File: src/design/tvm_pkg.sv
// ----------------------------------------------------------------------------
// tvm_pkg: shared types and constants for the instruction executor
// Opcodes, status codes and the decoded instruction record that the decode
// front passes to the execute back through its queue.
// ----------------------------------------------------------------------------
package tvm_pkg;

  localparam int WORD_W   = 64;
  localparam int IMM_W    = 32;
  localparam int ADDR_MAX = 16;
  localparam int RIDX_W   = 3;
  localparam int QDEPTH   = 2;
  localparam int QPTR_W   = 1;

  typedef enum logic [3:0] {
    OP_ADD  = 4'd0,
    OP_AND  = 4'd1,
    OP_NOT  = 4'd2,
    OP_LDR  = 4'd3,
    OP_LD   = 4'd4,
    OP_STR  = 4'd5,
    OP_PUTC = 4'd6,
    OP_PUTD = 4'd7,
    OP_HALT = 4'd8
  } op_t;

  typedef enum logic [2:0] {
    ST_DONE   = 3'd0,
    ST_CHAR   = 3'd1,
    ST_DEC    = 3'd2,
    ST_HALT   = 3'd3,
    ST_BADOP  = 3'd4,
    ST_BADREG = 3'd5
  } status_t;

  typedef struct packed {
    op_t                 op;
    logic                bad_op;
    logic                bad_reg;
    logic                use_imm;
    logic [RIDX_W-1:0]   dst;
    logic [RIDX_W-1:0]   src1;
    logic [RIDX_W-1:0]   src2;
    logic [IMM_W-1:0]    imm;
    logic [ADDR_MAX-1:0] addr;
  } exec_req_t;

  typedef struct packed {
    logic clr_busy;
    logic halted;
  } exec_stat_t;

endpackage

File: src/design/tvm_if.sv
// ----------------------------------------------------------------------------
// tvm_if: valid/ready channels of the instruction executor
// The instruction channel and the result channel, each with a source and a
// sink modport.
// ----------------------------------------------------------------------------
interface tvm_in_if;
  logic        valid;
  logic        ready;
  logic [63:0] instruction;

  modport source (output valid, output instruction, input ready);
  modport sink (input valid, input instruction, output ready);
endinterface


File: src/design/tvm_front.sv
// ----------------------------------------------------------------------------
// tvm_front: instruction decode and issue queue
// Accepts instruction beats, splits them into fields, flags bad opcodes and
// bad register indexes, and holds the decoded records in a two-entry queue.
// ----------------------------------------------------------------------------
module tvm_front
  import tvm_pkg::*;
(
  input  logic          clk,
  input  logic          rst_n,
  input  logic          enable,
  tvm_in_if.sink        in_ch,
  output exec_req_t     q_head,
  output logic          q_valid,
  input  logic          q_pop
);

  logic [63:0] w;
  logic [3:0]  op_raw;
  logic [3:0]  d_raw;
  logic [3:0]  s1_raw;
  logic [3:0]  s2_raw;
  exec_req_t   dec;

  exec_req_t         ent_r [QDEPTH];
  logic [QPTR_W-1:0] wr_ptr_r;
  logic [QPTR_W-1:0] wr_ptr_nxt;
  logic [QPTR_W-1:0] rd_ptr_r;
  logic [QPTR_W-1:0] rd_ptr_nxt;
  logic [QPTR_W:0]   count_r;
  logic [QPTR_W:0]   count_nxt;
  logic              push;

  assign w      = in_ch.instruction;
  assign op_raw = w[63:60];
  assign d_raw  = w[59:56];
  assign s1_raw = w[55:52];
  assign s2_raw = w[51:48];

  always_comb begin
    dec         = '0;
    dec.op      = op_t'(op_raw);
    dec.dst     = d_raw[RIDX_W-1:0];
    dec.src1    = s1_raw[RIDX_W-1:0];
    dec.src2    = s2_raw[RIDX_W-1:0];
    dec.imm     = w[IMM_W-1:0];
    dec.addr    = w[ADDR_MAX-1:0];
    dec.bad_op  = 1'b0;
    dec.bad_reg = 1'b0;
    dec.use_imm = 1'b0;
    case (op_t'(op_raw))
      OP_ADD, OP_AND: begin
        dec.use_imm = w[47];
        dec.bad_reg = d_raw[3] | s1_raw[3] | (~w[47] & s2_raw[3]);
      end
      OP_NOT: begin
        dec.bad_reg = d_raw[3] | s1_raw[3];
      end
      OP_LDR: begin
        dec.use_imm = w[51];
        dec.bad_reg = d_raw[3] | (~w[51] & s1_raw[3]);
      end
      OP_LD, OP_STR: begin
        dec.bad_reg = d_raw[3];
      end
      OP_PUTC, OP_PUTD, OP_HALT: begin
        dec.bad_reg = 1'b0;
      end
      default: begin
        dec.bad_op = 1'b1;
      end
    endcase
  end

  assign in_ch.ready = enable && (count_r != (QPTR_W + 1)'(QDEPTH));
  assign push        = in_ch.valid && in_ch.ready;
  assign q_valid     = (count_r != '0);
  assign q_head      = ent_r[rd_ptr_r];

  always_comb begin
    wr_ptr_nxt = push ? wr_ptr_r + 1'b1 : wr_ptr_r;
    rd_ptr_nxt = q_pop ? rd_ptr_r + 1'b1 : rd_ptr_r;
    count_nxt  = count_r + (QPTR_W + 1)'(push) - (QPTR_W + 1)'(q_pop);
  end

  always_ff @(posedge clk) begin
    if (!rst_n) begin
      wr_ptr_r <= '0;
      rd_ptr_r <= '0;
      count_r  <= '0;
    end else begin
      wr_ptr_r <= wr_ptr_nxt;
      rd_ptr_r <= rd_ptr_nxt;
      count_r  <= count_nxt;
    end
  end

  always_ff @(posedge clk) begin
    if (push) begin
      ent_r[wr_ptr_r] <= dec;
    end
  end

endmodule

File: src/flat_wrapper.sv
// flat-port wrapper written by rule: the top's interface ports become plain ports
module tvm_front_flat import tvm_pkg::*;
  (clk, rst_n, enable, q_head, q_valid, q_pop, in_ch_valid, in_ch_instruction, in_ch_ready);
  tvm_in_if in_ch_i ();
  input  logic clk;
  input  logic rst_n;
  input  logic enable;
  output exec_req_t q_head;
  output logic q_valid;
  input  logic q_pop;
  input wire logic [$bits(in_ch_i.valid)-1:0] in_ch_valid;
  input wire logic [$bits(in_ch_i.instruction)-1:0] in_ch_instruction;
  output wire logic [$bits(in_ch_i.ready)-1:0] in_ch_ready;
  assign in_ch_i.valid = in_ch_valid;
  assign in_ch_i.instruction = in_ch_instruction;
  assign in_ch_ready = in_ch_i.ready;
  tvm_front u_core (.clk(clk), .rst_n(rst_n), .enable(enable), .in_ch(in_ch_i), .q_head(q_head), .q_valid(q_valid), .q_pop(q_pop));
endmodule
File: config.mk
export PLATFORM = sky130hd
export DESIGN_NAME = tvm_front_flat
export DESIGN_NICKNAME = d
export VERILOG_FILES = /design/src/design/tvm_pkg.sv /design/src/design/tvm_if.sv /design/src/design/tvm_front.sv /design/src/flat_wrapper.sv
export SDC_FILE = /design/constraint.sdc
export NUM_CORES = 1
export LEC_CHECK = 0
export BUFFER_PORTS_ARGS = -buffer_cell sky130_fd_sc_hd__buf_2
export CAP_MARGIN = 5
export CORE_MARGIN = 5
export CORE_UTILIZATION = 50
export DETAILED_ROUTE_END_ITERATION = 8
export PLACE_DENSITY = 0.77
export SETUP_SLACK_MARGIN = 0.15
export SLEW_MARGIN = 20
export SYNTH_ARGS = -nofsm -noshare
export SYNTH_HDL_FRONTEND = slang
export SYNTH_SLANG_ARGS = --single-unit
File: constraint.sdc
create_clock -name clk -period 3.65 [get_ports clk]
set_clock_uncertainty 0.1 [all_clocks]
set_input_delay 0.73 -clock clk [delete_from_list [all_inputs] [get_ports clk]]
set_output_delay 0.73 -clock clk [all_outputs]
set_load 0.01 [all_outputs]
==> results of run 1 <==
==> per-stage QoR <==
stage	setup slack (ns)	utilization	total power, uW	instance area, sq um
global route	0.940	0.621	2520	4800
detailed placement	1.12	0.595	1750	4600
global placement	1.16	0.595	1740	4600
floorplan	0.218	-	1630	3980
finish	1.08	0.621	2410	4800
CTS	1.01	0.621	2440	4800
==> power by group <==
group	leakage (uW)	switching, uW	internal (uW)
registers	0.000921	24.7	1340
logic	0.000859	178	173
clock network	0.000100	366	321
==> how the worst max path moves through the flow <==
stage               startpoint                   to  slack [ns]
floorplan               enable  u_core.ent_r[0][16]        0.22
global placement        enable  u_core.ent_r[1][32]        1.16
detailed placement      enable  u_core.ent_r[1][32]        1.12
CTS                       flop            q_head[5]        1.01
global route              flop            q_head[5]        0.94
finish                    flop            q_head[5]        1.08
==> logic make-up after synthesis <==
| logic type | count (synthesis) | share of synthesized area |
|---|---|---|
| mux | 48 | 0.155 |
| xor+xnor | 3 | 0.00660 |
| fa+ha+maj | 2 | 0.00629 |
| simple gates | 15 | 0.0198 |
| compound gates | 9 | 0.0170 |
| buf+inv | 26 | 0.0459 |
| flops | 101 | 0.750 |
==> critical path, cell delays in order (launching register included) <==
cell     delay [ns]
dfxtp_2        0.56
buf_12         0.30
mux2_2         0.39
buf_2          0.14
==> per-layer routing <==
layer  up-vias  part of all wire
met4         0             0.026
met3        15             0.060
met2        74              0.53
li1        983                 -
met1       985              0.39
met5         -                 0
==> state kept, by name (all words and copies together), names as in the netlist, named ones only <==
signal	count
u_core.wr_ptr_r	1
u_core.count_r	2
u_core.ent_r	96
u_core.rd_ptr_r	1
==> area by class of cell <==
type,count,share of cell area
flip-flops and latches,101,0.622
multi-input cells,77,0.171
repair buffers,124,0.135
well taps,102,0.0266
clock buffers,9,0.0258
clock inverters,7,0.0154
inverters,5,0.00391
==> placed cells by master, fill, tap and decap left out, types with 2 or more instances in the layout <==
cell type,Yosys,layout
inv_1,5,5
nor2_1,3,2
xnor2_1,2,2
dfxtp_1,5,4
mux2_2,28,28
clkbuf_8,0,9
clkinv_2,0,2
inv_6,0,2
ha_1,2,2
nand2_1,2,2
buf_2,2,119
nor3_1,2,2
a21oi_1,2,2
mux2_4,20,20
buf_4,16,4
and2_1,5,5
edfxtp_1,96,96
==> results.json, run 1 <==
{
  "grt_overflow": 0,
  "fin_nets": 389,
  "start_kind": "flop",
  "max_cap_violations": 0,
  "syn_to_final_growth_pct": 20.5,
  "reg2reg_from": "u_core.count_r[0]",
  "rows": 32,
  "ctsResizeCount": 0,
  "portBuffers": 119,
  "grtUsageMet1": 0.154,
  "synth_cell_types": 26,
  "synth_edf_count": 96,
  "tritoncts": "done",
  "critPathArrivalTime_ns": 1.74,
  "hold_viol_final": 0,
  "clk_path_buf_depth": 2,
  "grt_max_degree": 35,
  "hp-start": "in_ch_instruction[56]",
  "reg2reg_depth": 4,
  "regArea_sq_um": 2980,
  "yosysMostFrequentCell": "edfxtp_1",
  "hold_slack_ns": 0.459,
  "grt_first_pass_wirelength_microns": 10600,
  "dp_hpwl_microns": 4820,
  "syn-cell-area_sq_um": 3980,
  "period_share": 0.705,
  "ys.flop_type": "edfxtp_1",
  "antenna_cells": 0,
  "min_path_type": "primary input to flop",
  "avgRoutedWirePerCell_microns": 15.9,
  "netlist.area_leader.share": 0.725,
  "synth_top_cells_by_count": "96 x edfxtp_1, 28 x mux2_2, 20 x mux2_4",
  "synth_seq_cells": 101,
  "path_clk_slew_ns": 0.10,
  "ctsHtreeMaxLevel": 3,
  "clockRootBuffer": "clkbuf_8",
  "synth_area_leader_cell": "edfxtp_1",
  "rr_endpoint": "u_core.ent_r[1][33]",
  "synth_warnings": 0,
  "ys_seq_area_frac": 0.750,
  "vias": 2057,
  "routed_wl_microns": 6740,
  "peakVddDrop_mv": 0.325,
  "die_y_microns": 99.2,
  "numCtsBuffers": 9,
  "grt_pass1_vias": 2224,
  "p_per_area_nw_per_um2": 502,
  "drc": 0,
  "final_cells": 425,
  "gp_congestion": 0.699,
  "start_util": 0.515,
  "finalSetupViolations": 0,
  "layout-drive-gt1-share": 0.594,
  "worst_setup_path_end_kind": "output port",
  "die_w_microns": 99.2,
  "post-place-cells": 409,
  "synthCells": 204,
  "dr.pass1.iters": 4,
  "grt_util_met3": 0.0330,
  "synth_async_sr_flop_share": 0,
  "multiInputGateArea_sq_um": 822,
  "coreArea_sq_um": 7730,
  "hold_end": "u_core.ent_r[1][54]",
  "drtIter0Drc": 57,
  "antenna_found_initial": 0,
  "insertion_delay_ns": 0.34,
  "tns_ns": 0,
  "hold_buffers": 0,
  "synth_fp_nets": 275,
  "clock-sinks": 101,
  "synthTopCellsByArea": "edfxtp_1 72%, mux2_2 7.9%, mux2_4 7.5%, buf_4 3.0%, dfxtp_1 2.5%",
  "slew_viol_final": 0,
  "fmax_mhz": 388,
  "ant_nets": 0,
  "n_fill_cell": 592,
  "r2r_slack_ns": 1.55,
  "use_met2": 0.255,
  "max-slew-margin-rel": 0.532,
  "ios": 135,
  "min_period_ns": 2.57,
  "post_drt_via_cell_ratio": 4.84,
  "worstMarginPinSlew_ns": 0.701,
  "hold_depth": 1,
  "rsz0062_at_grt": "no",
  "status": "finished clean",
  "critPathMaxFanout": 34,
  "critPathKind": "flop to output port",
  "leakage_uw": 0.00188,
  "gr-max-usage-layer": "met2",
  "cts_setup_buffers": 0,
  "grt_use_total": 0.141,
  "die-area_sq_um": 9840,
  "cp.required_ns": 2.82,
  "syn_avg_cell_area_sq_um": 19.5
}
(Power assumes the default switching activity.)
==> run 2: changes to the inputs <==
Clock period 3.65 ns to 2.4 ns, I/O delays scaled along.
==> results.json, run 2 (synthesized netlist as in run 1, its figures left out) <==
{
  "status": "finished clean",
  "slew_viol_final": 0,
  "p_comb_frac": 0.148,
  "die-area_sq_um": 9840,
  "reg_top3": "u_core.ent_r: 96 flops, u_core.count_r: 2 flops",
  "pwr-share-clk": 0.281,
  "swShare": 0.252,
  "critPathArrivalTime_ns": 1.59,
  "coreArea_sq_um": 7730,
  "critPathMaxFanout": 22,
  "layout_commonest_cell": "buf_2",
  "ant_nets": 0,
  "max_cap_violations": 0,
  "clockRootBuffer": "clkbuf_8",
  "cts_setup_buffers": 0,
  "ios": 135,
  "rows": 32,
  "design_area_sq_um": 4820,
  "hold_viol_final": 0,
  "antenna_cells": 0,
  "use_met2": 0.251,
  "numCtsBuffers": 9,
  "layout-drive-gt1-share": 0.596,
  "post-place-cells": 410,
  "seqPwrFrac": 0.571,
  "mostFrequentLayoutCells": "119 x buf_2, 96 x edfxtp_1, 28 x mux2_2",
  "grt_first_pass_wirelength_microns": 10600,
  "drc": 0,
  "avgRoutedWirePerCell_microns": 15.7,
  "path_clk_slew_ns": 0.11,
  "ctsHtreeMaxLevel": 3,
  "start_util": 0.515,
  "tns_ns": 0,
  "leakage_uw": 0.00189,
  "finalSetupViolations": 0,
  "grt_max_degree": 32,
  "period_share": 0.903,
  "cp.required_ns": 1.82,
  "fin_nets": 390,
  "final_cells": 426,
  "grt_util_met3": 0.0372,
  "max-slew-margin-rel": 0.715,
  "vias": 2051,
  "grt_use_total": 0.140,
  "largest_register_ffs": 96,
  "place_ws_ns": 0.484,
  "p_per_area_nw_per_um2": 755,
  "drtIter0Drc": 73,
  "dpl_cell_area_sq_um": 4620,
  "syn_to_final_growth_pct": 21.2,
  "insertion_delay_ns": 0.34,
  "switching_power_uw": 920,
  "die_y_microns": 99.2,
  "tritoncts": "done",
  "fmax_mhz": 461,
  "worst_path_max_delay_cell": "dfxtp_4",
  "die_w_microns": 99.2,
  "critPathKind": "flop to output port",
  "start_kind": "flop",
  "hold_buffers": 0,
  "worst_setup_path_end_kind": "output port",
  "post_drt_via_cell_ratio": 4.81,
  "intPower_uw": 2720,
  "antenna_found_initial": 0,
  "grt_pass1_vias": 2174,
  "dp_hpwl_microns": 4870,
  "peakVddDrop_mv": 0.447,
  "crit_chain": "buf_12 -> mux2_2 -> buf_2",
  "rsz0062_at_grt": "no",
  "routed_wl_microns": 6710,
  "top_register": "u_core.ent_r",
  "dr.pass1.iters": 4,
  "grt_overflow": 0,
  "max_stage_delay_ns": 0.49,
  "min_period_ns": 2.17,
  "clk_path_buf_depth": 2,
  "worstMarginPinSlew_ns": 0.428,
  "ctsResizeCount": 1,
  "gp_congestion": 0.694,
  "clock-sinks": 101,
  "grtUsageMet1": 0.156,
  "worst_slack_ns": 0.232,
  "portBuffers": 119,
  "gr-max-usage-layer": "met2",
  "min_path_type": "primary input to flop"
}
## run 2: cell count changes in the layout (fill, tap and decap cells not counted), sizes merged
cell	delta
clkinvlp	-1
clkinv	+1
buf	+1
bufinv	-1
inv	+1
## run 2: final timing paths
| path | from | to | slack, ns | depth (start not counted) |
|---|---|---|---|---|
| max | flop | q_head[2] | 0.23 | 3 |
| min | in_ch_instruction[50] | u_core.ent_r[0][50] | 0.20 | 1 |
| max reg2reg | u_core.count_r[0] | u_core.ent_r[1][18] | 0.67 | 4 |
| min reg2reg | u_core.rd_ptr_r | flop | 0.49 | 2 |
## run 2: critical path: cells and delay by family (launching register included)
kind,cells,cell delay [ns]
flip-flops,1,0.49
buffers and inverters,2,0.36
multiplexers,1,0.37
## run 2: layout make-up
type,instances,area [sq um]
fillers,606,2900
inverters,5,18.8
clock buffers,9,124
well taps,102,128
flip-flops and latches,101,2990
multi-input cells,77,822
repair buffers,125,666
clock inverters,7,78.8
## run 2: layer usage
| metal | share of wire | vias up | wire length [microns] |
|---|---|---|---|
| met5 | 0 | - | 0 |
| met2 | 0.54 | 68 | 3590 |
| met4 | 0.014 | 0 | 91 |
| li1 | - | 994 | - |
| met3 | 0.063 | 7 | 421 |
| met1 | 0.39 | 982 | 2600 |
## run 2: stage by stage
step           hold WS, ns  power (uW)  utilization
4_1_cts              0.183        3700        0.624
5_1_grt              0.168        3830        0.624
6_report             0.204        3640        0.624
2_1_floorplan        0.455        2470            -
3_5_place_dp         0.475        2670        0.598
3_3_place_gp         0.460        2650        0.598
## run 2: power groups by stage
stage | logic [uW] | registers, uW | clock network [uW]
finish | 540 | 2080 | 1020
floorplan | 369 | 2100 | 0
CTS | 553 | 2080 | 1070
detailed placement | 551 | 2120 | 0
global route | 587 | 2090 | 1150
global placement | 538 | 2110 | 0
